==> src/cwr_pkg.sv <==
`timescale 1ns / 1ps
package cwr_pkg;

  localparam int MAX_COLUMNS  = 1024;
  localparam int COL_BITS     = $clog2(MAX_COLUMNS);
  localparam int COUNT_BITS   = COL_BITS + 1;
  localparam int ROW_BITS     = 16;
  localparam int SAMPLE_BITS  = 16;
  localparam int ACC_BITS     = 48;
  localparam int FRAC_SHIFT   = 8;
  localparam int SQUARE_BITS  = 2 * SAMPLE_BITS;

  localparam int CFG_INDEX_BITS = 2;
  localparam int CFG_DATA_BITS  = 16;
  localparam int OP_BITS        = 2;

  localparam logic [CFG_INDEX_BITS-1:0] REG_REDUCE_OP    = 2'd0;
  localparam logic [CFG_INDEX_BITS-1:0] REG_ELEMENT_OP   = 2'd1;
  localparam logic [CFG_INDEX_BITS-1:0] REG_COLUMN_COUNT = 2'd2;
  localparam logic [CFG_INDEX_BITS-1:0] REG_ROW_COUNT    = 2'd3;

  localparam logic [OP_BITS-1:0] REDUCE_SUM = 2'd0;
  localparam logic [OP_BITS-1:0] REDUCE_MIN = 2'd1;
  localparam logic [OP_BITS-1:0] REDUCE_MAX = 2'd2;

  localparam logic [OP_BITS-1:0] ELEM_IDENTITY = 2'd0;
  localparam logic [OP_BITS-1:0] ELEM_ABS      = 2'd1;
  localparam logic [OP_BITS-1:0] ELEM_SQUARE   = 2'd2;

  localparam int OUT_DEPTH      = 4;
  localparam int OUT_PTR_BITS   = $clog2(OUT_DEPTH);
  localparam int OUT_COUNT_BITS = OUT_PTR_BITS + 1;

  typedef struct packed {
    logic [COL_BITS-1:0]        column_index;
    logic signed [ACC_BITS-1:0] reduced_value;
    logic                       last_column;
  } cwr_result_t;

endpackage

==> src/cwr_out_buf.sv <==
`timescale 1ns / 1ps
module cwr_out_buf (
  input  logic                                clk,
  input  logic                                rst,
  input  logic                                push,
  input  cwr_pkg::cwr_result_t                push_word,
  input  logic                                pop,
  output logic                                head_valid,
  output cwr_pkg::cwr_result_t                head,
  output logic [cwr_pkg::OUT_COUNT_BITS-1:0]  count
);
  import cwr_pkg::*;

  cwr_result_t               slots [OUT_DEPTH];
  logic [OUT_PTR_BITS-1:0]   wr_ptr;
  logic [OUT_PTR_BITS-1:0]   rd_ptr;
  logic [OUT_COUNT_BITS-1:0] count_next;

  always_comb begin
    count_next = count;
    if (push && !pop) begin
      count_next = count + OUT_COUNT_BITS'(1);
    end else if (pop && !push) begin
      count_next = count - OUT_COUNT_BITS'(1);
    end
  end

  always_ff @(posedge clk) begin
    if (rst) begin
      wr_ptr <= '0;
      rd_ptr <= '0;
      count  <= '0;
    end else begin
      if (push) begin
        wr_ptr <= wr_ptr + OUT_PTR_BITS'(1);
      end
      if (pop) begin
        rd_ptr <= rd_ptr + OUT_PTR_BITS'(1);
      end
      count <= count_next;
    end
  end

  always_ff @(posedge clk) begin
    if (push) begin
      slots[wr_ptr] <= push_word;
    end
  end

  assign head_valid = (count != '0);
  assign head       = slots[rd_ptr];

endmodule
==> config.mk <==
export PLATFORM = sky130hd
export DESIGN_NAME = cwr_out_buf
export DESIGN_NICKNAME = d
export VERILOG_FILES = /design/src/cwr_pkg.sv /design/src/cwr_out_buf.sv
export SDC_FILE = /design/constraint.sdc
export NUM_CORES = 1
export LEC_CHECK = 0
export ABC_AREA = 1
export BUFFER_PORTS_ARGS = -buffer_cell sky130_fd_sc_hd__buf_2
export CORE_MARGIN = 2
export CORE_UTILIZATION = 40
export DETAILED_ROUTE_END_ITERATION = 10
export RECOVER_POWER = 50
export SLEW_MARGIN = 5
export SYNTH_ARGS = -nofsm -noshare
export SYNTH_HDL_FRONTEND = slang
export SYNTH_SLANG_ARGS = --single-unit
==> constraint.sdc <==
create_clock -name clk -period 2.17 [get_ports clk]
set_input_delay 0.434 -clock clk [delete_from_list [all_inputs] [get_ports clk]]
set_output_delay 0.434 -clock clk [all_outputs]
set_load 0.01 [all_outputs]
# After elaboration in Yosys (flattened, before gate mapping)
# Memory sizes are Yosys's and may differ from the RTL's. A register that Yosys moved wholly into a read port is not among the register bits.
# Index checks and enable logic that the tools add are counted.
# classes
addsub	4
n_mux	6
n_reduce_logical	6
# ops
cell	count
$mux 3	2
$add 2x1->2 const B	2
$mux 2	2
$add 3x1->3 const B	1
$reduce_bool 3->1	1
$sub 3x1->3 const B	1
$logic_and 1x1->1	2
$logic_not 1->1	2
$mux 1	2
$reduce_bool 2->1	1
# totals
ff_bits	7
mem_bits_rw	236
in_bits	63
elab_cells	20
memories	1
# memory_table
name	words	word_bits	rd	rd_clocked_by_memory_dff	wr	line_no	source
slots	4	59	1	1	1	cwr_out_buf.sv:14	cwr_result_t slots [OUT_DEPTH];

# Depth between registers and ports, before layout
# logic_depth
depth_word	4
depth_mapped	10

# Worst setup path after synthesis
# OpenSTA, ideal clock, no wires.
# synth_path
path_kind	reg-to-reg
from	register wr_ptr[0]
to	memory slots[2][0] (netlist bit) (enable)
setup_ps	413
t_arrival_ps	1737
required_time_ps	1757
path_slack_ps	20
path_stages_with_launch	5
path_buffers	0
period_less_slack_ps	2150
cell_sequence	dfxtp_1 -> inv_1 -> ha_1 -> nand2_1 -> inv_1
# synth_rtl
element	line_no	source
start, declared	cwr_out_buf.sv:15	logic [OUT_PTR_BITS-1:0] wr_ptr;
start signal, assigned	cwr_out_buf.sv:35	wr_ptr <= wr_ptr + OUT_PTR_BITS'(1);
end, declared	cwr_out_buf.sv:14	
# Straight into the memory's write port.

==> key figures <==
Critical path
  • Nature of the critical path startpoint: register
  • Worst Path Buf+Inv: 3
  • Crit path cell chain: buf_4 > clkbuf_16 > nor2_1 > o22ai_1 > buf_2
  • Crit Path Category: reg -> out
  • CP endpoint kind: primary output
  • Crit path max-delay family: buffers and inverters
  • CP Data Required Time: 1.74 ns
  • Arrival time worst endpoint: 1.75 ns
  • CP max stage cell: dfxtp_4
  • Reg-to-reg startpoint: wr_ptr[0]
  • CP Max Fanout: 9
  • CP max stage delay: 0.41 ns

GRT
  • Met2 GRT Util: 29.54%
  • Initial antenna violation count: 1
  • Vias in the first global route: 5935
  • GR Layer Usage met3: 3.538%
  • Gr busiest metal: met2
  • First-pass GRT wire length: 32800 um
  • Largest net degree at the start of global routing: 47
  • Tot GR Track Use: 17.62%
  • M1 GR Usage: 23.39%
  • GRT overflow: 0

Floorplanning
  • Chip height: 155.4 um
  • Die Wd: 155.4 um
  • Row count: 55
  • Starting Density: 40.60%
  • I/O pins: 126
  • Core Region: 22570 um2
  • Die footprint: 24140 um2

Placement
  • PortBufs: 125
  • Placed cell count: 1020
  • Dpl hpwl: 11260 um
  • Placer Congestion: 0.7314
  • Placed Area: 10160 um2

Drt
  • DR vias/cell: 5.400
  • DRC violations left: 0
  • Vias post-DR: 5875
  • ANT nets after route: 0
  • WL final: 22970 um
  • 1st-pass router iterations: 4
  • Drt initial violations: 442
  • Average wire per standard cell: 21.11 um

Min path
  • Hold Startpoint: push_word[6]
  • Worst hold path type: in -> reg

Power
  • Cell Pwr Density: 946.2 nW/um2
  • Comb power frac: 11.2%
  • P_sw: 2.520 mW
  • Sw Ratio: 22.63%
  • Max VDD drop: 0.0006224 V
  • Clock power frac: 39.7%
  • Sequential share of power: 49.1%
  • Static Leakage: 4.079 nW
  • Int Pwr: 8.616 mW

Synth
  • Yosys Warn Count: 0
  • Post-synthesis cell count: 629
  • Synthesized Nets: 698
  • Seq cells post-synth: 245
  • Syn Std Cell Area: 9164 um2
  • Yosys cell types: 20
  • Register area share after synthesis: 79.30%
  • Mean area per synthesized cell: 14.57 um2

STA
  • Worst-Margin Slew: 0.4890 ns
  • RSZ-0062 raised after global routing: yes
  • Worst Setup Slack, final: -0.01239 ns
  • Min Tclk post-route: 2.182 ns
  • Tcrit/Tclk final: 100.6%
  • Slew margin rel.: 67.40%
  • Final setup violation count: 1
  • Final Slew Violations: 0
  • Setup Skew: 0.006346 ns
  • Endpoints failing hold: 0
  • Max Clock Freq: 458.2 MHz
  • Fin Setup TNS: -0.01239 ns

Clocking
  • CTS Root Cell: clkbuf_16
  • CTS clk-pin slew, worst paths: 0.06 ns
  • Clock Tree Buf Depth: 3
  • CTS tree: yes
  • CTS Buf Count: 26
  • Worst-skew pair later-pin latency: 0.51 ns
  • Hold Buf Count CTS: 0
  • Clock sinks: 245
  • H-tree levels: 1

Cells and area
  • Nets: 854
  • Filler cells: 1879
  • Share of post-route cells with drive strength above 1: 27.18%
  • Area Growth Syn to Fin: 28.43%
  • Non-Filler Instances: 1088
  • Final design area excluding fillers: 11770 um2

Run status
  • Failing checks: setup timing
  • Status: finished with violations

Run
  • Max-cap violation count: 0
## what timing repair did
| action | CTS | global route |
|---|---|---|
| setup endpoints to repair | 59 | 50 |
| gates resized for setup | 37 | 126 |
| cloned | 8 | 8 |
| pin swaps | 8 | 13 |
| setup buffers | 5 | 1 |
## Yosys cell counts
cell type	number	area [um2]
o21ai_1	6	30.03
buf_2	11	55.05
buf_4	5	37.54
nand4_1	1	6.260
fa_1	1	20.02
nor2_1	124	465.5
edfxtp_1	236	7087
o22ai_1	59	369.1
a21oi_1	4	20.02
inv_6	1	8.760
nand3_1	1	5.000
ha_1	5	62.56
inv_1	16	60.06
clkbuf_1	9	33.78
inv_2	1	3.750
o21ai_0	118	590.6
nand2_1	10	37.54
buf_6	5	56.30
clkbuf_2	7	35.03
dfxtp_1	9	180.2
## flip-flops by register name (all words and copies together), names as in the netlist, named ones only
name / count
count: 3
rd_ptr: 2
slots: 236
wr_ptr: 2
## worst reg2reg max path: cells and delay by family (launching register included)
family / cells / cell delay (ns)
flops: 1 / 0.33
buf+inv: 3 / 0.63
fa+ha+maj: 1 / 0.16
simple gates: 1 / 0.06
## per-layer routing
| metal | part of all wire [%] | routed length (um) |
|---|---|---|
| met1 | 43 | 9826 |
| met2 | 48 | 11000 |
| met3 | 7.1 | 1635 |
| met4 | 2.2 | 511 |
| met5 | 0 | 0 |
## power by group through the flow
| stage | registers (mW) | logic, mW | clock network (mW) |
|---|---|---|---|
| after global placement | 5.54 | 0.953 | 0 |
| after floorplan | 5.55 | 0.528 | 0 |
| after global routing | 5.48 | 1.36 | 4.67 |
| after CTS | 5.46 | 1.11 | 4.51 |
| final | 5.47 | 1.25 | 4.42 |
| after detailed placement | 5.55 | 0.982 | 0 |
## placed cells by master, fill, tap and decap left out, types with 2 or more instances in the layout
cell type	instances
ha_1	5
clkinv_2	2
o22ai_1	42
o21ai_0	66
buf_16	8
clkinv_1	4
inv_8	3
o22ai_2	17
inv_1	12
dfxtp_1	7
inv_2	5
o21ai_4	5
bufinv_16	4
buf_12	10
buf_6	3
edfxtp_1	236
a21oi_1	4
nor2_1	104
o21ai_1	25
buf_2	66
nand2_1	10
o21ai_2	28
buf_4	8
nor2_2	20
clkbuf_16	32
clkbuf_1	66
## metrics by stage
| step | total power [mW] | utilization, % | worst slack [ns] | hold slack [ns] |
|---|---|---|---|---|
| after floorplan | 6.080 | - | 0.01957 | 0.4116 |
| after global placement | 6.497 | 44.99 | 0.3682 | 0.4372 |
| after detailed placement | 6.537 | 44.99 | 0.3117 | 0.4281 |
| after CTS | 11.08 | 50.18 | -0.04291 | 0.1107 |
| after global routing | 11.51 | 52.13 | -0.08472 | 0.1732 |
| final | 11.14 | 52.14 | -0.01239 | 0.1718 |
## worst paths after layout
check | slack, ns | endpoint | cells after the start
worst max-delay path | -0.01 | head[21] | 5
worst min-delay path | 0.17 | slots[1][6] | 1
worst max register to register | 0.61 | slots[2][6] | 5
worst min register to register | 0.45 | register | 1
## final cells by class
class | instances | area [um2] | share of cell area, %
multi-input cells | 329 | 1924 | 16.35
repair inverters | 5 | 58.81 | 0.4997
flip-flops and latches | 245 | 7272 | 61.79
inverters | 18 | 93.84 | 0.7974
well taps | 285 | 356.6 | 3.030
clock buffers | 34 | 701.9 | 5.964
clock inverters | 11 | 152.6 | 1.297
repair buffers | 160 | 1206 | 10.25
diodes | 1 | 2.502 | 0.02126
## cell families after synthesis
family,count (synthesis),synth area share (%)
buffers and inverters,55,3.168
adders and majority gates,6,0.9012
and+or+nand+nor,136,5.612
AOI/OAI and AO/OA,187,11.02
DFF,245,79.30
Note: power is estimated with default switching activity, not from simulation.
